## src/rtl/rgb565_downscale_gray_gamma_assert.svh

```systemverilog
// Assertion macros for the RGB565 downscaler.
// Needs clk and arst_n in the scope of the including module.
`ifndef RGB565_DOWNSCALE_GRAY_GAMMA_ASSERT_SVH
`define RGB565_DOWNSCALE_GRAY_GAMMA_ASSERT_SVH

// Same-cycle implication, checked outside reset
`define RDG_ASSERT_NOW(lbl, ante, cons, msg) \
	lbl: assert property (@(posedge clk) disable iff (!arst_n) (ante) |-> (cons)) \
		else $error(msg);

// Next-cycle implication, checked outside reset
`define RDG_ASSERT_NEXT(lbl, ante, cons, msg) \
	lbl: assert property (@(posedge clk) disable iff (!arst_n) (ante) |=> (cons)) \
		else $error(msg);

`endif

```

## src/rtl/rdg_pkg.sv

```systemverilog
// Shared types, constants and helper functions of the RGB565 downscaler.
// No dependencies; every other file but the assertion header imports it.
package rdg_pkg;

	// Field widths
	localparam int PIXEL_W = 16;
	localparam int GRAY_W  = 8;
	localparam int CH_W    = 5;
	localparam int POS_W   = 6;

	// Default frame geometry
	localparam int SRC_WIDTH_DEF  = 160;
	localparam int SRC_HEIGHT_DEF = 120;
	localparam int DST_WIDTH_DEF  = 64;
	localparam int DST_HEIGHT_DEF = 64;

	// Fixed-point scale of the position mapping
	localparam int MAP_SCALE = 1000;

	// Queue between front and back, power of two
	localparam int QDEPTH = 4;

	// Luma weights (percent) and the reciprocal of 100
	localparam int LUMA_WR    = 30;
	localparam int LUMA_WG    = 59;
	localparam int LUMA_WB    = 11;
	localparam int LUMA_SUM_W = 15;
	localparam int LUMA_RECIP = 5243;
	localparam int LUMA_SHIFT = 19;
	localparam int LUMA_PROD_W = LUMA_SUM_W + 13;

	// Display channel scales
	localparam int SCALE_R     = 36;
	localparam int SCALE_G     = 28;
	localparam int SCALE_B     = 40;
	localparam int SCALE_SHIFT = 5;
	localparam int SCALE_PW    = 11;
	localparam logic [CH_W-1:0] CH_MAX = 5'd31;

	localparam logic [CH_W-1:0] GAMMA_LUT [32] = '{
		5'd0,  5'd0,  5'd0,  5'd0,  5'd1,  5'd1,  5'd2,  5'd3,
		5'd4,  5'd5,  5'd7,  5'd9,  5'd11, 5'd13, 5'd15, 5'd17,
		5'd19, 5'd21, 5'd23, 5'd25, 5'd27, 5'd28, 5'd29, 5'd30,
		5'd31, 5'd31, 5'd31, 5'd31, 5'd31, 5'd31, 5'd31, 5'd31
	};

	// One kept pixel travelling from front to back
	typedef struct packed {
		logic [PIXEL_W-1:0] pixel;
		logic [POS_W-1:0]   out_col;
		logic [POS_W-1:0]   out_row;
		logic               frame_done;
	} rdg_item_t;

	// Scale a 5-bit channel, shift down and clamp to the table range
	function automatic logic [CH_W-1:0] disp_index(logic [CH_W-1:0] ch, int unsigned scale);
		logic [SCALE_PW-1:0] prod;
		logic [SCALE_PW-SCALE_SHIFT-1:0] idx;
		prod = SCALE_PW'(ch) * SCALE_PW'(scale);
		idx  = prod[SCALE_PW-1:SCALE_SHIFT];
		return (idx > (SCALE_PW-SCALE_SHIFT)'(CH_MAX)) ? CH_MAX : idx[CH_W-1:0];
	endfunction

endpackage

```

## src/rtl/rdg_in_if.sv

```systemverilog
// Pixel request channel: valid/ready with RGB565 pixel and frame start flag.
// Depends on rdg_pkg.
interface rdg_in_if;
	import rdg_pkg::*;

	logic               valid;
	logic               ready;
	logic [PIXEL_W-1:0] pixel;
	logic               frame_start;

	modport source(output valid, pixel, frame_start, input ready);
	modport sink(input valid, pixel, frame_start, output ready);
endinterface

```

## src/rtl/rdg_out_if.sv

```systemverilog
// Result request channel: valid/ready with luma, display channels and position.
// Depends on rdg_pkg.
interface rdg_out_if;
	import rdg_pkg::*;

	logic              valid;
	logic              ready;
	logic [GRAY_W-1:0] gray;
	logic [CH_W-1:0]   disp_red;
	logic [CH_W-1:0]   disp_green;
	logic [CH_W-1:0]   disp_blue;
	logic [POS_W-1:0]  out_col;
	logic [POS_W-1:0]  out_row;
	logic              frame_done;

	modport source(output valid, gray, disp_red, disp_green, disp_blue,
		out_col, out_row, frame_done, input ready);
	modport sink(input valid, gray, disp_red, disp_green, disp_blue,
		out_col, out_row, frame_done, output ready);
endinterface

```

## src/rtl/rdg_front.sv

```systemverilog
// Front end: counts source position, decides which pixels land on the output grid.
// Depends on rdg_pkg and rdg_in_if; feeds rdg_fifo.
module rdg_front #(
	parameter int SRC_WIDTH  = rdg_pkg::SRC_WIDTH_DEF,
	parameter int SRC_HEIGHT = rdg_pkg::SRC_HEIGHT_DEF,
	parameter int DST_WIDTH  = rdg_pkg::DST_WIDTH_DEF,
	parameter int DST_HEIGHT = rdg_pkg::DST_HEIGHT_DEF
) (
	input  logic              clk,
	input  logic              arst_n,
	rdg_in_if.sink            pix,
	output logic              q_push,
	output rdg_pkg::rdg_item_t q_item,
	input  logic              q_full
);
	import rdg_pkg::*;

	// Mapping steps and widths. A source index c is kept when some d maps to it;
	// the first d past c is ceil((c+1)*SCALE/STEP), tracked as quotient + remainder.
	localparam int XSTEP = SRC_WIDTH * MAP_SCALE / DST_WIDTH;
	localparam int YSTEP = SRC_HEIGHT * MAP_SCALE / DST_HEIGHT;
	localparam int XK    = (MAP_SCALE + XSTEP - 1) / XSTEP;
	localparam int YK    = (MAP_SCALE + YSTEP - 1) / YSTEP;
	localparam int XKW   = $clog2(XK + 1);
	localparam int YKW   = $clog2(YK + 1);
	localparam int XRW   = $clog2((XK + 1) * XSTEP + MAP_SCALE) + 1;
	localparam int YRW   = $clog2((YK + 1) * YSTEP + MAP_SCALE) + 1;
	localparam int XQW   = $clog2(DST_WIDTH + XK + 2) + 1;
	localparam int YQW   = $clog2(DST_HEIGHT + YK + 2) + 1;
	localparam int SCW   = $clog2(SRC_WIDTH);
	localparam int SRW   = $clog2(SRC_HEIGHT);

	logic [SCW-1:0]        src_col_q, scol;
	logic [SRW-1:0]        src_row_q, srow;
	logic [XQW-1:0]        dcol_q, dcol, dcol_nxt;
	logic [YQW-1:0]        drow_q, drow, drow_nxt;
	logic signed [XRW-1:0] crem_q, crem, crem_nxt;
	logic signed [YRW-1:0] rrem_q, rrem, rrem_nxt;
	logic [XKW-1:0]        ck;
	logic [YKW-1:0]        rk;
	logic                  col_hit, row_hit, row_end, frame_end, accept;

	// Frame start clears the position before the pixel is judged
	always_comb begin
		scol = pix.frame_start ? '0 : src_col_q;
		srow = pix.frame_start ? '0 : src_row_q;
		dcol = pix.frame_start ? '0 : dcol_q;
		drow = pix.frame_start ? '0 : drow_q;
		crem = pix.frame_start ? '0 : crem_q;
		rrem = pix.frame_start ? '0 : rrem_q;
	end

	// Column step: smallest k with rem - SCALE + k*STEP >= 0
	always_comb begin : col_step
		logic signed [XRW-1:0] cand;
		ck       = '0;
		crem_nxt = crem;
		for (int k = XK; k >= 0; k--) begin
			cand = crem - XRW'(MAP_SCALE) + XRW'(k * XSTEP);
			if (!cand[XRW-1]) begin
				ck       = XKW'(k);
				crem_nxt = cand;
			end
		end
		dcol_nxt = dcol + XQW'(ck);
		col_hit  = (ck != '0) && (dcol < XQW'(DST_WIDTH));
	end

	// Row step, same scheme on the row axis
	always_comb begin : row_step
		logic signed [YRW-1:0] cand;
		rk       = '0;
		rrem_nxt = rrem;
		for (int k = YK; k >= 0; k--) begin
			cand = rrem - YRW'(MAP_SCALE) + YRW'(k * YSTEP);
			if (!cand[YRW-1]) begin
				rk       = YKW'(k);
				rrem_nxt = cand;
			end
		end
		drow_nxt = drow + YQW'(rk);
		row_hit  = (rk != '0) && (drow < YQW'(DST_HEIGHT));
	end

	// Handshake and queue push
	assign pix.ready = !q_full;
	assign accept    = pix.valid && pix.ready;
	assign q_push    = accept && col_hit && row_hit;
	assign row_end   = (scol == SCW'(SRC_WIDTH - 1));
	assign frame_end = (srow == SRW'(SRC_HEIGHT - 1));

	always_comb begin
		q_item.pixel      = pix.pixel;
		q_item.out_col    = POS_W'(dcol);
		q_item.out_row    = POS_W'(drow);
		q_item.frame_done = (dcol == XQW'(DST_WIDTH - 1)) && (drow == YQW'(DST_HEIGHT - 1));
	end

	// Position counters; wrap to a new frame after the last source row
	always_ff @(posedge clk or negedge arst_n) begin
		if (!arst_n) begin
			src_col_q <= '0;
			src_row_q <= '0;
			dcol_q    <= '0;
			drow_q    <= '0;
			crem_q    <= '0;
			rrem_q    <= '0;
		end else if (accept) begin
			if (!row_end) begin
				src_col_q <= scol + SCW'(1);
				dcol_q    <= dcol_nxt;
				crem_q    <= crem_nxt;
				src_row_q <= srow;
				drow_q    <= drow;
				rrem_q    <= rrem;
			end else begin
				src_col_q <= '0;
				dcol_q    <= '0;
				crem_q    <= '0;
				if (frame_end) begin
					src_row_q <= '0;
					drow_q    <= '0;
					rrem_q    <= '0;
				end else begin
					src_row_q <= srow + SRW'(1);
					drow_q    <= drow_nxt;
					rrem_q    <= rrem_nxt;
				end
			end
		end
	end

endmodule

```

## src/rtl/rdg_fifo.sv

```systemverilog
// Short queue of kept pixels between front and back ends.
// Depends on rdg_pkg.
module rdg_fifo (
	input  logic               clk,
	input  logic               arst_n,
	input  logic               push,
	input  rdg_pkg::rdg_item_t push_item,
	output logic               full,
	output logic               pop_valid,
	input  logic               pop,
	output rdg_pkg::rdg_item_t pop_item
);
	import rdg_pkg::*;

	localparam int PW = $clog2(QDEPTH);

	rdg_item_t     mem_q [QDEPTH];
	logic [PW-1:0] wr_q, rd_q;
	logic [PW:0]   cnt_q;
	logic          do_pop;

	assign full      = (cnt_q == (PW + 1)'(QDEPTH));
	assign pop_valid = (cnt_q != '0);
	assign pop_item  = mem_q[rd_q];
	assign do_pop    = pop && pop_valid;

	// Storage, no reset needed
	always_ff @(posedge clk) begin
		if (push) begin
			mem_q[wr_q] <= push_item;
		end
	end

	// Pointers and fill count
	always_ff @(posedge clk or negedge arst_n) begin
		if (!arst_n) begin
			wr_q  <= '0;
			rd_q  <= '0;
			cnt_q <= '0;
		end else begin
			if (push) begin
				wr_q <= wr_q + PW'(1);
			end
			if (do_pop) begin
				rd_q <= rd_q + PW'(1);
			end
			case ({push, do_pop})
				2'b10:   cnt_q <= cnt_q + (PW + 1)'(1);
				2'b01:   cnt_q <= cnt_q - (PW + 1)'(1);
				default: cnt_q <= cnt_q;
			endcase
		end
	end

endmodule

```

## src/rtl/rdg_back.sv

```systemverilog
// Back end: luma and gamma-corrected display channels, two-stage pipeline.
// Depends on rdg_pkg and rdg_out_if; pulls items from rdg_fifo.
module rdg_back (
	input  logic               clk,
	input  logic               arst_n,
	input  logic               in_valid,
	output logic               in_ready,
	input  rdg_pkg::rdg_item_t in_item,
	rdg_out_if.source          res
);
	import rdg_pkg::*;

	logic [CH_W-1:0]        r5, b5, g5;
	logic [CH_W:0]          g6;
	logic [LUMA_SUM_W-1:0]  sum;
	logic [LUMA_PROD_W-1:0] prod;

	logic                  vld_s1;
	logic [LUMA_SUM_W-1:0] sum_s1;
	logic [CH_W-1:0]       ridx_s1, gidx_s1, bidx_s1;
	logic [POS_W-1:0]      col_s1, row_s1;
	logic                  done_s1;

	logic              out_vld_q;
	logic [GRAY_W-1:0] gray_q;
	logic [CH_W-1:0]   red_q, green_q, blue_q;
	logic [POS_W-1:0]  col_q, row_q;
	logic              done_q;

	logic out_rdy, s1_adv;

	// Stall chain: a stage moves when the one after it is free
	assign out_rdy  = !out_vld_q || res.ready;
	assign s1_adv   = !vld_s1 || out_rdy;
	assign in_ready = s1_adv;

	// Channel split and weighted sum on the widened channels
	always_comb begin
		r5  = in_item.pixel[15:11];
		g6  = in_item.pixel[10:5];
		g5  = in_item.pixel[10:6];
		b5  = in_item.pixel[4:0];
		sum = LUMA_SUM_W'({r5, 3'b000}) * LUMA_SUM_W'(LUMA_WR)
			+ LUMA_SUM_W'({g6, 2'b00}) * LUMA_SUM_W'(LUMA_WG)
			+ LUMA_SUM_W'({b5, 3'b000}) * LUMA_SUM_W'(LUMA_WB);
	end

	// Stage 1
	always_ff @(posedge clk or negedge arst_n) begin
		if (!arst_n) begin
			vld_s1 <= 1'b0;
		end else if (s1_adv) begin
			vld_s1 <= in_valid;
		end
	end

	always_ff @(posedge clk) begin
		if (s1_adv && in_valid) begin
			sum_s1  <= sum;
			ridx_s1 <= disp_index(r5, SCALE_R);
			gidx_s1 <= disp_index(g5, SCALE_G);
			bidx_s1 <= disp_index(b5, SCALE_B);
			col_s1  <= in_item.out_col;
			row_s1  <= in_item.out_row;
			done_s1 <= in_item.frame_done;
		end
	end

	// Divide by 100 through the reciprocal
	assign prod = LUMA_PROD_W'(sum_s1) * LUMA_PROD_W'(LUMA_RECIP);

	// Output register
	always_ff @(posedge clk or negedge arst_n) begin
		if (!arst_n) begin
			out_vld_q <= 1'b0;
		end else if (out_rdy) begin
			out_vld_q <= vld_s1;
		end
	end

	always_ff @(posedge clk) begin
		if (out_rdy && vld_s1) begin
			gray_q  <= prod[LUMA_SHIFT +: GRAY_W];
			red_q   <= GAMMA_LUT[ridx_s1];
			green_q <= GAMMA_LUT[gidx_s1];
			blue_q  <= GAMMA_LUT[bidx_s1];
			col_q   <= col_s1;
			row_q   <= row_s1;
			done_q  <= done_s1;
		end
	end

	assign res.valid      = out_vld_q;
	assign res.gray       = gray_q;
	assign res.disp_red   = red_q;
	assign res.disp_green = green_q;
	assign res.disp_blue  = blue_q;
	assign res.out_col    = col_q;
	assign res.out_row    = row_q;
	assign res.frame_done = done_q;

endmodule

```

## src/rtl/rgb565_downscale_gray_gamma.sv

```systemverilog
// RGB565 nearest-neighbour downscaler with luma and gamma display outputs.
// Throughput: one pixel request per cycle while the queue is not full, at most one result per cycle.
// A kept pixel passes through the queue, the stage 1 register and the output register to the result port.
// The rate is set by the position counters, which update on every accepted pixel.
// Reset clears the position counters to a frame start and empties queue and pipeline.
// Depends on rdg_pkg, rdg_in_if, rdg_out_if, rdg_front, rdg_fifo, rdg_back.
module rgb565_downscale_gray_gamma #(
	parameter int SRC_WIDTH  = rdg_pkg::SRC_WIDTH_DEF,
	parameter int SRC_HEIGHT = rdg_pkg::SRC_HEIGHT_DEF,
	parameter int DST_WIDTH  = rdg_pkg::DST_WIDTH_DEF,
	parameter int DST_HEIGHT = rdg_pkg::DST_HEIGHT_DEF
) (
	input  logic      clk,
	input  logic      arst_n,
	rdg_in_if.sink    pix,
	rdg_out_if.source res
);
	import rdg_pkg::*;

	`include "rgb565_downscale_gray_gamma_assert.svh"

	logic      q_push, q_full, q_valid, q_pop;
	rdg_item_t q_item, q_head;

	rdg_front #(
		.SRC_WIDTH (SRC_WIDTH),
		.SRC_HEIGHT(SRC_HEIGHT),
		.DST_WIDTH (DST_WIDTH),
		.DST_HEIGHT(DST_HEIGHT)
	) u_front (
		.clk   (clk),
		.arst_n(arst_n),
		.pix   (pix),
		.q_push(q_push),
		.q_item(q_item),
		.q_full(q_full)
	);

	rdg_fifo u_fifo (
		.clk      (clk),
		.arst_n   (arst_n),
		.push     (q_push),
		.push_item(q_item),
		.full     (q_full),
		.pop_valid(q_valid),
		.pop      (q_pop),
		.pop_item (q_head)
	);

	rdg_back u_back (
		.clk     (clk),
		.arst_n  (arst_n),
		.in_valid(q_valid),
		.in_ready(q_pop),
		.in_item (q_head),
		.res     (res)
	);

	// Never push into a full queue
	`RDG_ASSERT_NOW(a_no_overflow, q_push, !q_full, "push into full queue")

	// The first pixel of a frame always lands on output position zero
	`RDG_ASSERT_NOW(a_frame_origin, pix.valid && pix.ready && pix.frame_start,
		q_push && q_item.out_col == '0 && q_item.out_row == '0,
		"frame start pixel not kept at origin")

	// Last-pixel flag only on the bottom-right output position
	`RDG_ASSERT_NOW(a_done_pos, res.valid && res.frame_done,
		res.out_col == POS_W'(DST_WIDTH - 1) && res.out_row == POS_W'(DST_HEIGHT - 1),
		"frame_done on wrong position")

	// A pushed item makes the queue non-empty next cycle
	`RDG_ASSERT_NEXT(a_push_seen, q_push, q_valid, "pushed item not visible")

endmodule
```

## src/flat_wrapper.sv

```systemverilog
// flat-port wrapper written by rule: the top's interface ports become plain ports
module rgb565_downscale_gray_gamma_flat import rdg_pkg::*;
#(
	parameter int SRC_WIDTH  = rdg_pkg::SRC_WIDTH_DEF,
	parameter int SRC_HEIGHT = rdg_pkg::SRC_HEIGHT_DEF,
	parameter int DST_WIDTH  = rdg_pkg::DST_WIDTH_DEF,
	parameter int DST_HEIGHT = rdg_pkg::DST_HEIGHT_DEF
)
  (clk, arst_n, pix_valid, pix_pixel, pix_frame_start, pix_ready, res_valid, res_gray, res_disp_red, res_disp_green, res_disp_blue, res_out_col, res_out_row, res_frame_done, res_ready);
  rdg_in_if pix_i ();
  rdg_out_if res_i ();
  input  logic clk;
  input  logic arst_n;
  input wire logic [$bits(pix_i.valid)-1:0] pix_valid;
  input wire logic [$bits(pix_i.pixel)-1:0] pix_pixel;
  input wire logic [$bits(pix_i.frame_start)-1:0] pix_frame_start;
  output wire logic [$bits(pix_i.ready)-1:0] pix_ready;
  output wire logic [$bits(res_i.valid)-1:0] res_valid;
  output wire logic [$bits(res_i.gray)-1:0] res_gray;
  output wire logic [$bits(res_i.disp_red)-1:0] res_disp_red;
  output wire logic [$bits(res_i.disp_green)-1:0] res_disp_green;
  output wire logic [$bits(res_i.disp_blue)-1:0] res_disp_blue;
  output wire logic [$bits(res_i.out_col)-1:0] res_out_col;
  output wire logic [$bits(res_i.out_row)-1:0] res_out_row;
  output wire logic [$bits(res_i.frame_done)-1:0] res_frame_done;
  input wire logic [$bits(res_i.ready)-1:0] res_ready;
  assign pix_i.valid = pix_valid;
  assign pix_i.pixel = pix_pixel;
  assign pix_i.frame_start = pix_frame_start;
  assign pix_ready = pix_i.ready;
  assign res_valid = res_i.valid;
  assign res_gray = res_i.gray;
  assign res_disp_red = res_i.disp_red;
  assign res_disp_green = res_i.disp_green;
  assign res_disp_blue = res_i.disp_blue;
  assign res_out_col = res_i.out_col;
  assign res_out_row = res_i.out_row;
  assign res_frame_done = res_i.frame_done;
  assign res_i.ready = res_ready;
  rgb565_downscale_gray_gamma #(.SRC_WIDTH(SRC_WIDTH), .SRC_HEIGHT(SRC_HEIGHT), .DST_WIDTH(DST_WIDTH), .DST_HEIGHT(DST_HEIGHT)) u_core (.clk(clk), .arst_n(arst_n), .pix(pix_i), .res(res_i));
endmodule
```

## config.mk

```make
export PLATFORM = sky130hd
export DESIGN_NAME = rgb565_downscale_gray_gamma_flat
export DESIGN_NICKNAME = d
export VERILOG_FILES = /design/src/rtl/rdg_pkg.sv /design/src/rtl/rdg_in_if.sv /design/src/rtl/rdg_out_if.sv /design/src/rtl/rdg_front.sv /design/src/rtl/rdg_fifo.sv /design/src/rtl/rdg_back.sv /design/src/rtl/rgb565_downscale_gray_gamma.sv /design/src/flat_wrapper.sv
export VERILOG_INCLUDE_DIRS = /design/src /design/src/rtl
export SDC_FILE = /design/constraint.sdc
export NUM_CORES = 1
export LEC_CHECK = 0
export ABC_AREA = 1
export BUFFER_PORTS_ARGS = -buffer_cell sky130_fd_sc_hd__buf_4
export CAP_MARGIN = 10
export CORE_MARGIN = 2
export CORE_UTILIZATION = 56
export CTS_CLUSTER_DIAMETER = 30
export DETAILED_ROUTE_END_ITERATION = 6
export PLACE_DENSITY = 0.71
export SETUP_SLACK_MARGIN = 0.3
export SYNTH_ARGS = -nofsm -noshare
export SYNTH_HDL_FRONTEND = slang
export SYNTH_SLANG_ARGS = --single-unit
```

## constraint.sdc

```tcl
create_clock -name clk -period 13.1 [get_ports clk]
set_input_delay 2.62 -clock clk [delete_from_list [all_inputs] [get_ports clk]]
set_output_delay 2.62 -clock clk [all_outputs]
set_load 0.02 [all_outputs]
```

-- Word level (Yosys, flattened, before mapping)
Memories as Yosys holds them, arrays and structs flattened. A register that Yosys moved wholly into a read port is not among the register bits.
Cells that the tools add are included.
- memories kept: 4
- RAM bits: 116
- memory bits (read-only): 480
- output and inout port bits: 38
- input port bits: 21
- word-level logic and storage cells: 102
- bits in registers: 132
- latch bits: 0
- $mul: 7
- $lt $le $gt $ge: 4
- bitwise logic cells: 3
- muxes and demuxes: 26
- reductions and logical operators: 15
- shift-type cells: 0
- equality and inequality tests: 7
- $add $sub $neg: 14
- divide/modulo/power cells: 0
- memories (name ; depth ; width ; rd ports ; clocked after Yosys merged registers in ; wr ports ; line ; RTL):
    (no name shown) ; 32 ; 5 ; 1 ; 1 ; 0 ; rdg_back.sv:86 ; blue_q <= GAMMA_LUT[bidx_s1];
    (no name shown) ; 32 ; 5 ; 1 ; 1 ; 0 ; rdg_back.sv:85 ; green_q <= GAMMA_LUT[gidx_s1];
    (no name shown) ; 32 ; 5 ; 1 ; 1 ; 0 ; rdg_back.sv:84 ; red_q <= GAMMA_LUT[ridx_s1];
    u_core.u_fifo.mem_q ; 4 ; 29 ; 1 ; 0 ; 1 ; rdg_fifo.sv:17 ; rdg_item_t mem_q [QDEPTH];
- operators with widths (cell ; number):
    14-bit two-way mux ; 9
    8-bit two-way mux ; 7
    14-bit by 11-bit subtractor with 14-bit output, second input constant ; 2
    15-bit by 13-bit multiplier with 27-bit output, second input constant ; 1
    5-bit by 4-bit multiplier with 9-bit output, second input constant ; 3
    7-bit two-way mux ; 3
    5-bit inverter with 6-bit output ; 3
    8-bit by 1-bit adder with 8-bit output ; 2
    8-bit by 6-bit == test with 1-bit output, second input constant ; 2
    8-bit by 7-bit < comparator with 1-bit output, second input constant ; 2
    5-bit by 3-bit multiplier with 8-bit output, second input constant ; 2
    13-bit by 14-bit adder with 15-bit output ; 1
    15-bit by 12-bit adder with 15-bit output ; 1
    14-bit by 12-bit adder with 14-bit output, second input constant ; 1
    14-bit by 13-bit adder with 14-bit output, second input constant ; 1
    6-bit by 5-bit > comparator with 1-bit output, second input constant ; 2
    6-bit by 6-bit multiplier with 12-bit output, second input constant ; 1
    8-bit by 1-bit adder with 8-bit output, second input constant ; 1
    8-bit == test, second input constant ; 1
    1-bit logical AND ; 8
    7-bit by 1-bit adder with 7-bit output, second input constant ; 1
    7-bit == test, second input constant ; 1
    1-bit two-way mux ; 6
    3-bit case mux with 2 select lines ; 1
    other kinds (10) ; 14

-- Depth between registers and ports, before layout
Gate-level depths: netlist of run 1.
- word-level depth: 10
- gate-level depth with buffers: 28
- depth with buffers taken out: 26

-- Modules after synthesis
A second synthesis of run 1 with hierarchy kept.
- cell total of the unflattened synthesis: 2025
- area, all modules: 18763.0 um^2
- by module, submodules not included (module ; area an instance (um^2) ; instances ; cells an instance ; sequential area each (um^2)):
    rdg_back ; 9116.2 ; 1 ; 954 ; 2362.3
    rdg_fifo ; 5167.5 ; 1 ; 395 ; 3658.5
    rdg_front ; 4479.3 ; 1 ; 676 ; 1426.4

-- Least setup slack after synthesis of run 1
No wires, ideal clock.
- path type: input port to flip-flop
- start point: in pix_frame_start
- end point: mem u_core.u_fifo.mem_q[0][0] (netlist name) (enable)
- required time: 12.685 ns
- setup slack: 6.779 ns
- cell stages on the path: 18
- library setup time: 0.415 ns
- arrival: 5.906 ns
- path buffers: 3
- cell sequence: buf_4 buf_2 buf_2 nor2_1 inv_1 ha_1 nand2_1 nand2_1 nand2_1 nand2_1 nand2_1 o21ai_1 nor2_1 ha_1 nand3_1 nor2_2 inv_2 nor2_1
- cells in the longest elaborated chain, start to end: 10
- elaborated cells between the ends (all ways): 20
- classes of those cells: 4 x add/sub; 2 x order compare; 10 x mux; 4 x reduce/logical
- ends and longest elaborated chain (item ; line ; RTL):
    start, declared ; flat_wrapper.sv:16 ; input wire logic [$bits(pix_i.frame_start)-1:0] pix_frame_start;
    14-bit two-way mux ; rdg_front.sv:49 ; crem = pix.frame_start ? '0 : crem_q;
    14-bit by 11-bit subtractor with 14-bit output ; rdg_front.sv:59 ; cand = crem - XRW'(MAP_SCALE) + XRW'(k * XSTEP);
    14-bit by 13-bit adder with 14-bit output ; rdg_front.sv:59 ;
    1-bit two-way mux (2 in a row) ; rdg_front.sv:60 ; if (!cand[XRW-1]) begin
    1-bit logical AND ; rdg_front.sv:66 ; col_hit = (ck != '0) && (dcol < XQW'(DST_WIDTH));
    1-bit logical AND ; rdg_front.sv:88 ; assign q_push = accept && col_hit && row_hit;
    1-bit logical AND (*) ; rdg_front.sv:88 ;
    1-bit two-way mux (*) ; rdg_fifo.sv:29 ; if (push) begin
    1-bit two-way mux (implied by the code) (*) ; rdg_fifo.sv:30 ; mem_q[wr_q] <= push_item;
    end, declared ; rdg_fifo.sv:17 ;
Every way passes the cells marked *; elsewhere a longest branch is shown, timed or not.

-- Final worst setup path of run 1
- start point: reg u_core.u_fifo.rd_q[1]
- end point: reg u_core.u_back.sum_s1[12] (data pin)
- cells in the longest elaborated chain, start to end: 4
- elaborated cells between the ends (all ways): 6
- classes of those cells: 2 x add/sub; 3 x mul; 1 x memory
- ends and longest elaborated chain (item ; line ; RTL):
    start, declared ; rdg_fifo.sv:18 ; logic [PW-1:0] wr_q, rd_q;
    start signal, assigned ; rdg_fifo.sv:45 ; rd_q <= rd_q + PW'(1);
    memory read 4 x 29 bit (*) ; -- ;
    6-bit by 6-bit multiplier with 12-bit output or 5-bit by 4-bit multiplier with 9-bit output (tied branches) ; rdg_back.sv:44, rdg_back.sv:43 ;
    13-bit by 14-bit adder with 15-bit output ; rdg_back.sv:44 ; + LUMA_SUM_W'({g6, 2'b00}) * LUMA_SUM_W'(LUMA_WG)
    15-bit by 12-bit adder with 15-bit output (*) ; rdg_back.sv:45 ; + LUMA_SUM_W'({b5, 3'b000}) * LUMA_SUM_W'(LUMA_WB);
    via u_core.u_back.sum[12] ; rdg_back.sv:15 ; logic [LUMA_SUM_W-1:0] sum;
    end signal, assigned ; rdg_back.sv:59 ; sum_s1 <= sum;
    end, declared ; rdg_back.sv:19 ; logic [LUMA_SUM_W-1:0] sum_s1;
Mark *: on every way through the listed nets, which the timed path passes. The rest lies on a longest branch.
A chain may end at the register's enable or synchronous reset.

==> metrics.yaml, run 1 <==
synth-xor-area-share_pct: 2.74
cpPeakStageDelay_ns: 0.87
post_drt_wl_per_cell_um: 15.7
grt_usage_pct: 23.6
dieHeight_um: 183
ant_nets: 0
gp_congestion: 0.904
dp_hpwl_um: 26900
start_util_pct: 56.8
htreeDepth: 2
synth_compound_area_share_pct: 9.65
die_w_um: 183
vias: 12900
synthFlopType: "edfxtp_1"
hold_ws_ns: 0.416
synthDistinctLibCells: 55
yosys_warnings: 0
antenna_found_initial: 0
critical_path_required_ns: 13.41
rsz0062_at_grt: "false"
insertedDiodeCount: 0
drc: 0
cts_inserted_buffers: 56
clockBufferDepth: 3
clock_sinks: 259
startpoint_type: "flop"
maxCapViolations: 0
fin_crit_ns: 6.79
syn_area_um2: 17900
netlist_instances: 1875
core_um2: 31500
synth_edf_count: 193
ios: 59
cts.clk_slew.worst_paths_ns: 0.05
worst_slew_pin_slew_ns: 1.04
layout_common_cells: "inv_1, nand2_1, edfxtp_1"
synth_mux_area_share_pct: 0
cts_resized: 0
endpoint_kind: "flop"
yosys.area_share.adder_pct: 23.3
slew_viol_final: 0
grt_max_degree: 67
ctsRootBufferMaster: "clkbuf_16"
fill_cells: 2462
rows: 65
avgViaCountPerCell: 5.36
routed_wl_um: 37700
post-route-period-util_pct: 51.8
path_cells: "clkinv_1 > buf_4 > a32oi_1 > fa_1 > inv_1 > fa_1 > fa_1 > inv_1 > ha_1 > a21oi_1 > nand2_1 > xor2_1 > fa_1 > inv_1 > ha_1 > nand2_1 > o221ai_1 > nor2_1 > nor2_1 > nor2_1 > o21bai_1 > xor2_1"
cts_tree: "yes"
clk_latency_ns: 0.60
setup_tns_ns: 0
finalHoldViolCount: 0
setup_viol: 0
ctsHoldBuffers: 0
drive_above_1_share_pct: 10.9
timing.fmax_mhz: 147
syn_area_per_cell_um2: 9.53
min_path_type: "flop to flop"
portBuffers: 58
grt_pass1_wl_um: 63000
status: "finished, final reports clean"
overflow: 0
synth_top_family_by_area: "adder cells"
final_common_cell: "inv_1"
post_cts_buffers: 0
dieArea_um2: 33400
worstPathArrival_ns: 7.10
ys_ff_latch: 259
nets: 2258
cp_slowest_cell: "dfrtp_1"
ys_async_sr_fraction_pct: 25.5
relSlewSlack_pct: 30.5
grt_pass1_vias: 12800
crit_type: "flop to flop"
first_pass_iters: 5
yosys.area_share.simple_pct: 14.5
critPathMostFrequentCell: "fa_1"
area_delta_synth_final_pct: 15.2
path_max_fanout: 26
drt-initial-drc-count: 721
skew_ns: 0.0347
yosysSeqAreaShare_pct: 41.7
syn_nets: 2175
synth_stat cells, types with 34 or more instances:
cell | number | area [um2]
inv_1 | 322 | 1210
nand2_1 | 318 | 1190
edfxtp_1 | 193 | 5800
ha_1 | 188 | 2350
nor2_1 | 138 | 518
o21ai_0 | 113 | 566
fa_1 | 91 | 1820
a21oi_1 | 83 | 415
nand3_1 | 79 | 395
dfrtp_1 | 66 | 1650
xor2_1 | 39 | 342
o22ai_1 | 34 | 213
per-layer routing:
metal	vias to the layer above	global-route usage [%]	share of wire (%)
met2	275	39.8	48
met5	-	0	0
met4	0	6.32	1.6
met1	6158	31.2	45
met3	47	5.03	5.4
li1	6424	-	-
layout make-up:
type	instances	area, um2	area share (%)
sequential	259	7450	36.2
timing repair buffer	67	503	2.44
tap	402	503	2.44
clock buffer	63	1450	7.03
clock inverter	41	442	2.14
inverter	334	1250	6.09
multi-input combinational	1240	9000	43.7
metrics by stage:
step	area [um2]	setup slack (ns)	cells	util, %
global placement	18700	6.49	2302	59.4
floorplan	17900	6.78	1875	-
detailed placement	18700	6.39	2302	59.4
global route	20600	5.81	2406	65.4
finish	20600	6.31	2406	65.4
CTS	20600	6.33	2406	65.4
worst paths after layout:
kind                                         startpoint                      endpoint  slack (ns)  cells past startpoint
worst min-delay path            u_core.u_back.row_s1[1]  u_core.u_back.res.out_row[1]        0.42                      0
worst min register to register  u_core.u_back.row_s1[1]  u_core.u_back.res.out_row[1]        0.42                      0
max in group asynchronous                        arst_n         u_core.u_fifo.rd_q[0]       10.30                      1
worst max-delay path              u_core.u_fifo.rd_q[1]      u_core.u_back.sum_s1[12]        6.31                     22
min in group asynchronous                        arst_n      u_core.u_front.dcol_q[4]        2.14                      1
worst max register to register    u_core.u_fifo.rd_q[1]      u_core.u_back.sum_s1[12]        6.31                     22
registers in the layout, indices dropped and copies added (netlist names), 7 cells and up:
| register | flops |
|---|---|
| u_core.u_back.sum_s1 | 13 |
| u_core.u_fifo.mem_q | 116 |
| u_core.u_back.res.gray | 8 |
| u_core.u_front.src_col_q | 8 |
| u_core.u_front.rrem_q | 14 |
| u_core.u_front.src_row_q | 7 |
| u_core.u_front.dcol_q | 8 |
| u_core.u_front.crem_q | 12 |
| u_core.u_front.drow_q | 8 |
logic make-up after synthesis:
| family | after synthesis |
|---|---|
| buffers and inverters | 376 |
| AND/OR/NAND/NOR | 605 |
| adder cells (fa/ha/maj) | 279 |
| flip-flops | 259 |
| XOR/XNOR | 56 |
| AO/OA/AOI/OAI | 300 |
critical path: cells and delay by family, from the launching register on:
kind / cells / cell delay [ns]
flip-flops: 1 / 0.87
buffers and inverters: 5 / 1.08
AND/OR/NAND/NOR: 5 / 0.46
AO/OA/AOI/OAI: 4 / 1.19
XOR/XNOR: 2 / 0.24
adder cells (fa/ha/maj): 6 / 2.65
Power of run 1 is not shown: default switching activity piles up to over one toggle a cycle in this logic, so the estimate is an artifact.
==> inputs of run 2 (changes only) <==
- ABC_AREA: 1 -> 0
- clock period: 13.1 -> 7.1 ns (I/O delays scaled with it)
==> run 2 against run 1 <==
Compared with the run above:
- design area down 0.52%
- core utilization about the same
- non-clock buffer count up 4
- clock-buffer cell count unchanged
- synthesized area down 1.2%
- cell count down 14%
- routed wire length down 3.2%
- critical path depth down 5
- global-route usage down 0.60 points
- fmax up 20%
- highest routed layer unchanged
==> metrics.yaml, run 2 <==
worstPathArrival_ns: 5.96  # -1.14 ns
drc: 0  # unchanged
dieHeight_um: 182  # -0.58%
rsz0062_at_grt: "false"
netlist_instances: 1535  # -18%
maxCapViolations: 0  # unchanged
finalHoldViolCount: 0  # unchanged
overflow: 0  # unchanged
htreeDepth: 2  # unchanged
largestRegisters: "u_core.u_fifo.mem_q: 116 flops, u_core.u_front.rrem_q: 14 flops, u_core.u_back.sum_s1: 13 flops"
yosysMostFrequentCell: "inv_1"
crit_type: "flop to flop"
routed_wl_um: 36500  # -3.2%
cts_resized: 0  # unchanged
grt_pass1_vias: 12100  # -6.0%
synthDistinctLibCells: 89  # +62%
cts.clk_slew.worst_paths_ns: 0.05  # about the same
max_flop_register: "u_core.u_fifo.mem_q"
grt_pass1_wl_um: 60800  # -3.5%
startpoint_type: "flop"
rows: 65  # unchanged
setup_viol: 0  # unchanged
endpoint_kind: "flop"
portBuffers: 58  # unchanged
crit_cells: 17  # -23%
r2r-end: "u_core.u_back.sum_s1[13]"
synth_top_area_cell: "edfxtp_1"
largest_reg_flops: 116  # unchanged
gp_congestion: 0.884  # -2.2%
vias: 11800  # -8.9%
syn_area_per_cell_um2: 11.5  # +21%
dp_hpwl_um: 25700  # -4.3%
path_buf_inv: 4  # -1
die_w_um: 182  # -0.58%
synth_area_leaders: "edfxtp_1, ha_1, fa_1, dfrtp_1, inv_1"
ff2ff_setup_slack_ns: 1.46  # -4.85 ns
ys_ff_latch: 259  # unchanged
nets: 1921  # -15%
ant_nets: 0  # unchanged
drt-initial-drc-count: 740  # +2.6%
critical_path_required_ns: 7.42  # -5.99 ns
syn_nets: 1835  # -16%
ys_async_sr_fraction_pct: 25.5  # unchanged
critPathMostFrequentCell: "fa_1"
post-route-period-util_pct: 79.4  # +28 points
crit_family: "adder cells"
worst_slew_pin_slew_ns: 0.987  # -0.0540 ns
clockBufferDepth: 3  # unchanged
syn_area_um2: 17700  # -1.2%
grt_max_degree: 69  # +3.0%
cp_slowest_cell: "mux4_2"
grt_usage_pct: 23.0  # -0.60 points
netlist_top_cells_count: "inv_1, edfxtp_1, ha_1, nand2_1, fa_1"
ios: 59  # unchanged
relSlewSlack_pct: 33.9  # +3.5 points
cpPeakStageDelay_ns: 0.70  # -0.17 ns
path_max_fanout: 25  # -3.8%
area_delta_synth_final_pct: 16.0
clock_sinks: 259  # unchanged
layout_common_cells: "inv_1, edfxtp_1, ha_1"
crit_start: "u_core.u_fifo.rd_q[0]"
status: "finished, final reports clean"
dieArea_um2: 33000  # -1.2%
path_cells: "buf_4 > mux4_2 > fa_1 > fa_1 > inv_1 > fa_1 > inv_1 > a21oi_1 > o21bai_1 > xnor2_1 > fa_1 > inv_1 > ha_1 > a2111o_1 > a31o_2 > a21oi_1 > xnor2_1"
min_path_type: "flop to flop"
cts_tree: "yes"
antenna_found_initial: 1  # +1
fill_cells: 2289  # -7.0%
synth_edf_count: 193  # unchanged
slew_viol_final: 0  # unchanged
skew_ns: 0.0365  # +0.00175 ns
yosysSeqAreaShare_pct: 42.2  # +0.50 points
setup_tns_ns: 0  # unchanged
first_pass_iters: 5  # unchanged
clk_latency_ns: 0.61  # about the same
multi_input_area_um2: 9180  # +2.0%
synthFlopType: "edfxtp_1"
start_util_pct: 56.4  # -0.38 points
ctsHoldBuffers: 0  # unchanged
final_common_cell: "inv_1"
yosys_warnings: 0  # unchanged
drive_above_1_share_pct: 14.5  # +3.6 points
avgViaCountPerCell: 5.67  # +5.7%
ctsRootBufferMaster: "clkbuf_16"
fin_crit_ns: 5.64  # -1.15 ns
endpoint: "u_core.u_back.sum_s1[13]"
post_cts_buffers: 0  # unchanged
rr_startpoint: "u_core.u_fifo.rd_q[0]"
synth_top_area_share_pct: 32.8  # +0.39 points
cts_inserted_buffers: 57  # +1.8%
core_um2: 31300  # -0.52%
timing.fmax_mhz: 177  # +20%
seq_area_um2: 7450  # unchanged
r2r_cells: 17  # -23%
post_drt_wl_per_cell_um: 17.6  # +12%
-- run 2: through the flow --
stage / setup slack (ns) / utilization, % / instance area [um2] / hold WS (ns) / cells
2_1_floorplan: 1.18 / - / 17700 / 0.400 / 1535
3_3_place_gp: 1.54 / 59.0 / 18500 / 0.400 / 1964
3_5_place_dp: 1.47 / 59.0 / 18500 / 0.405 / 1964
4_1_cts: 1.46 / 65.4 / 20500 / 0.420 / 2072
5_1_grt: 1.12 / 65.4 / 20500 / 0.427 / 2072
6_report: 1.46 / 65.4 / 20500 / 0.417 / 2073
-- run 2: cell families (layout without fill, tap and decap cells) --
family / Yosys count / in the layout / share of synthesized area [%]
simple gates: 325 / 325 / 9.24
buf+inv: 264 / 399 / 5.95
xor+xnor: 63 / 63 / 3.12
mux: 49 / 49 / 4.89
other cells: 0 / 1 / 0
flops: 259 / 259 / 42.2
fa+ha+maj: 279 / 279 / 23.6
compound gates: 296 / 296 / 11.0
-- run 2: layout make-up --
cell class              count  area share [%]
multi-input cells        1012            44.8
flip-flops and latches    259            36.4
clock buffers              63            7.27
inverters                 220            4.03
repair buffers             71            2.60
clock inverters            45            2.48
well taps                 402            2.45
diodes                      1          0.0122
-- run 2: worst min-delay path by stage --
stage                                  from                           end  slack (ns)  depth (start not counted)
CTS                 u_core.u_back.col_s1[3]  u_core.u_back.res.out_col[3]        0.42                          0
floorplan             u_core.u_back.done_s1  u_core.u_back.res.frame_done        0.40                          0
global placement    u_core.u_back.col_s1[1]  u_core.u_back.res.out_col[1]        0.40                          0
global route        u_core.u_back.col_s1[5]  u_core.u_back.res.out_col[5]        0.43                          0
detailed placement  u_core.u_back.col_s1[3]  u_core.u_back.res.out_col[3]        0.41                          0
finish              u_core.u_back.col_s1[3]  u_core.u_back.res.out_col[3]        0.42                          0
-- run 2: metal layers --
| layer | up-vias | global-route usage (%) | share of wire, % |
|---|---|---|---|
| met5 | - | 0 | 0 |
| met4 | 0 | 8.46 | 2.8 |
| met3 | 63 | 4.91 | 4.8 |
| met2 | 251 | 38.3 | 49 |
| met1 | 5778 | 30.0 | 43 |
| li1 | 5665 | - | - |
-- run 2: worst register-to-register path, delay by kind of cell, from the launching register on --
family | cells | cell delay [ns]
buffers and inverters | 4 | 0.66
xor gates and xnor gates | 2 | 0.20
muxes | 1 | 0.72
adders and majority gates | 5 | 2.28
DFF | 1 | 0.49
AOI/OAI and AO/OA | 5 | 1.02
Power of run 2 is left out for the same reason.
==> inputs of run 3 (changes only) <==
- PLACE_DENSITY: 0.71 -> 0.74
- clock period: 7.1 -> 5.1 ns (I/O delays scaled with it)
==> run 3 against run 2 <==
Compared with the run above:
- the run now ends with negative setup slack left
- die area is the same
- worst hold slack got worse by 0.0016 ns
- first-iteration DRC count up 41%
- critical endpoint unchanged
- largest cell class unchanged
==> metrics.yaml, run 3 (same netlist as run 2, synthesis figures left out) <==
cts_tree: "yes"
rows: 65  # unchanged
setup_viol: 2  # +2
drc: 0  # unchanged
max_flop_register: "u_core.u_fifo.mem_q"
crit_type: "flop to flop"
cpPeakStageDelay_ns: 0.58  # -0.12 ns
postLayoutSetupSlackWorst_ns: -0.153  # -1.61 ns
antenna_found_initial: 0  # -1
post_drt_wl_per_cell_um: 18.5  # +5.0%
largest_reg_flops: 116  # unchanged
ctsRootBufferMaster: "clkbuf_16"
rsz0062_at_grt: "true"
path_max_fanout: 6  # -76%
dieHeight_um: 182  # unchanged
grt_usage_pct: 23.6  # +0.55 points
overflow: 0  # unchanged
path_buf_inv: 4  # unchanged
ios: 59  # unchanged
skew_ns: 0.0317  # -0.00482 ns
die_w_um: 182  # unchanged
min_path_type: "flop to flop"
gp_congestion: 0.898  # +1.5%
vias: 12500  # +5.9%
start_util_pct: 56.4  # unchanged
area_delta_synth_final_pct: 21.5
maxCapViolations: 0  # unchanged
cts_inserted_buffers: 54  # -5.3%
portBuffers: 58  # unchanged
clk_latency_ns: 0.58  # -0.03 ns
nets: 2000  # +4.1%
fill_cells: 2126  # -7.1%
worstPathArrival_ns: 5.55  # -0.41 ns
drive_above_1_share_pct: 21.9  # +7.5 points
avgViaCountPerCell: 5.80  # +2.2%
worst_slew_pin_slew_ns: 0.942  # -0.0453 ns
ant_nets: 0  # unchanged
endpoint_kind: "flop"
ctsHoldBuffers: 0  # unchanged
htreeDepth: 2  # unchanged
layout_common_cells: "inv_1, edfxtp_1, ha_1"
cts.clk_slew.worst_paths_ns: 0.05  # about the same
timing.fmax_mhz: 190  # +7.3%
largestRegisters: "u_core.u_fifo.mem_q: 116 flops, u_core.u_front.rrem_q: 14 flops, u_core.u_back.sum_s1: 13 flops"
grt_pass1_vias: 12700  # +5.6%
cp_slowest_cell: "fa_1"
violations: "negative setup slack"
clock_sinks: 259  # unchanged
clockBufferDepth: 3  # unchanged
dp_hpwl_um: 26500  # +3.1%
multi_input_area_um2: 9620  # +4.8%
slew_viol_final: 0  # unchanged
post-place-ws_ns: -0.133  # -1.61 ns
grt_max_degree: 67  # -2.9%
post-route-period-util_pct: 103  # +24 points
insertedDiodeCount: 0  # -1
fin_crit_ns: 5.25  # -0.386 ns
finalHoldViolCount: 0  # unchanged
core_um2: 31300  # unchanged
dieArea_um2: 33000  # unchanged
path_cells: "mux4_2 > fa_1 > inv_1 > fa_1 > fa_1 > inv_2 > ha_4 > inv_2 > o21bai_1 > a21oi_2 > xor2_1 > fa_1 > inv_2 > ha_4 > a2111o_1 > a31o_2 > a21oi_2 > xnor2_1"
crit_family: "adder cells"
relSlewSlack_pct: 37.2  # +3.3 points
critPathMostFrequentCell: "fa_1"
first_pass_iters: 5  # unchanged
final_common_cell: "inv_1"
drt-initial-drc-count: 1043  # +41%
critical_path_required_ns: 5.40  # -2.02 ns
grt_pass1_wl_um: 62900  # +3.5%
seq_area_um2: 7450  # unchanged
routed_wl_um: 39700  # +8.7%
status: "finished, violations left"
startpoint_type: "flop"
==> run 3: worst paths after layout <==
path	slack, ns	end	start	cells past startpoint
min in group asynchronous	0.57	u_core.u_back.vld_s1	arst_n	1
min reg2reg	0.42	u_core.u_back.res.out_col[3]	u_core.u_back.col_s1[3]	0
max in group asynchronous	3.88	u_core.u_fifo.rd_q[0]	arst_n	1
max	-0.15	u_core.u_back.sum_s1[13]	u_core.u_fifo.rd_q[0]	18
min	0.42	u_core.u_back.res.out_col[3]	u_core.u_back.col_s1[3]	0
max reg2reg	-0.15	u_core.u_back.sum_s1[13]	u_core.u_fifo.rd_q[0]	18
==> run 3: final cells by class <==
cell class,count,area share [%]
clock inverters,40,1.85
repair buffers,153,5.81
flip-flops and latches,259,34.7
inverters,220,3.85
multi-input cells,1012,44.8
well taps,402,2.34
clock buffers,61,6.66
==> run 3: layer usage <==
layer	global-route usage, %	part of all wire, %	vias to the layer above
met5	0	0	-
li1	-	-	5802
met4	7.45	2.3	0
met2	39.3	49	402
met1	31.8	43	6165
met3	4.07	5.5	81
==> run 3: repair_timing <==
action / CTS / global route
pin swaps: 22 / 43
setup endpoints to repair: 12 / 14
hold endpoints to repair: 0 / 0
resized for setup: 17 / 57
setup buffers: 14 / 23
==> run 3: worst reg2reg max path, stage by stage (launching register included) <==
cell      delay (ns)
dfrtp_2         0.45
mux4_2          0.57
fa_1            0.58
inv_1           0.06
fa_1            0.46
fa_1            0.56
inv_2           0.05
ha_4            0.26
inv_2           0.03
o21bai_1        0.14
a21oi_2         0.09
xor2_1          0.17
fa_1            0.50
inv_2           0.04
ha_4            0.16
a2111o_1        0.40
a31o_2          0.22
a21oi_2         0.14
xnor2_1         0.09
==> run 3: per-stage QoR <==
step	utilization [%]	TNS [ns]	hold slack, ns	cell area, um2	cells
floorplan	-	-0.449	0.400	17800	1535
global placement	60.6	-0.0181	0.408	19000	2009
detailed placement	60.6	-0.342	0.405	19000	2009
CTS	67.0	-0.299	0.417	21000	2124
global route	68.6	-0.918	0.424	21500	2147
finish	68.6	-0.158	0.416	21500	2147
Power of run 3 is left out for the same reason.
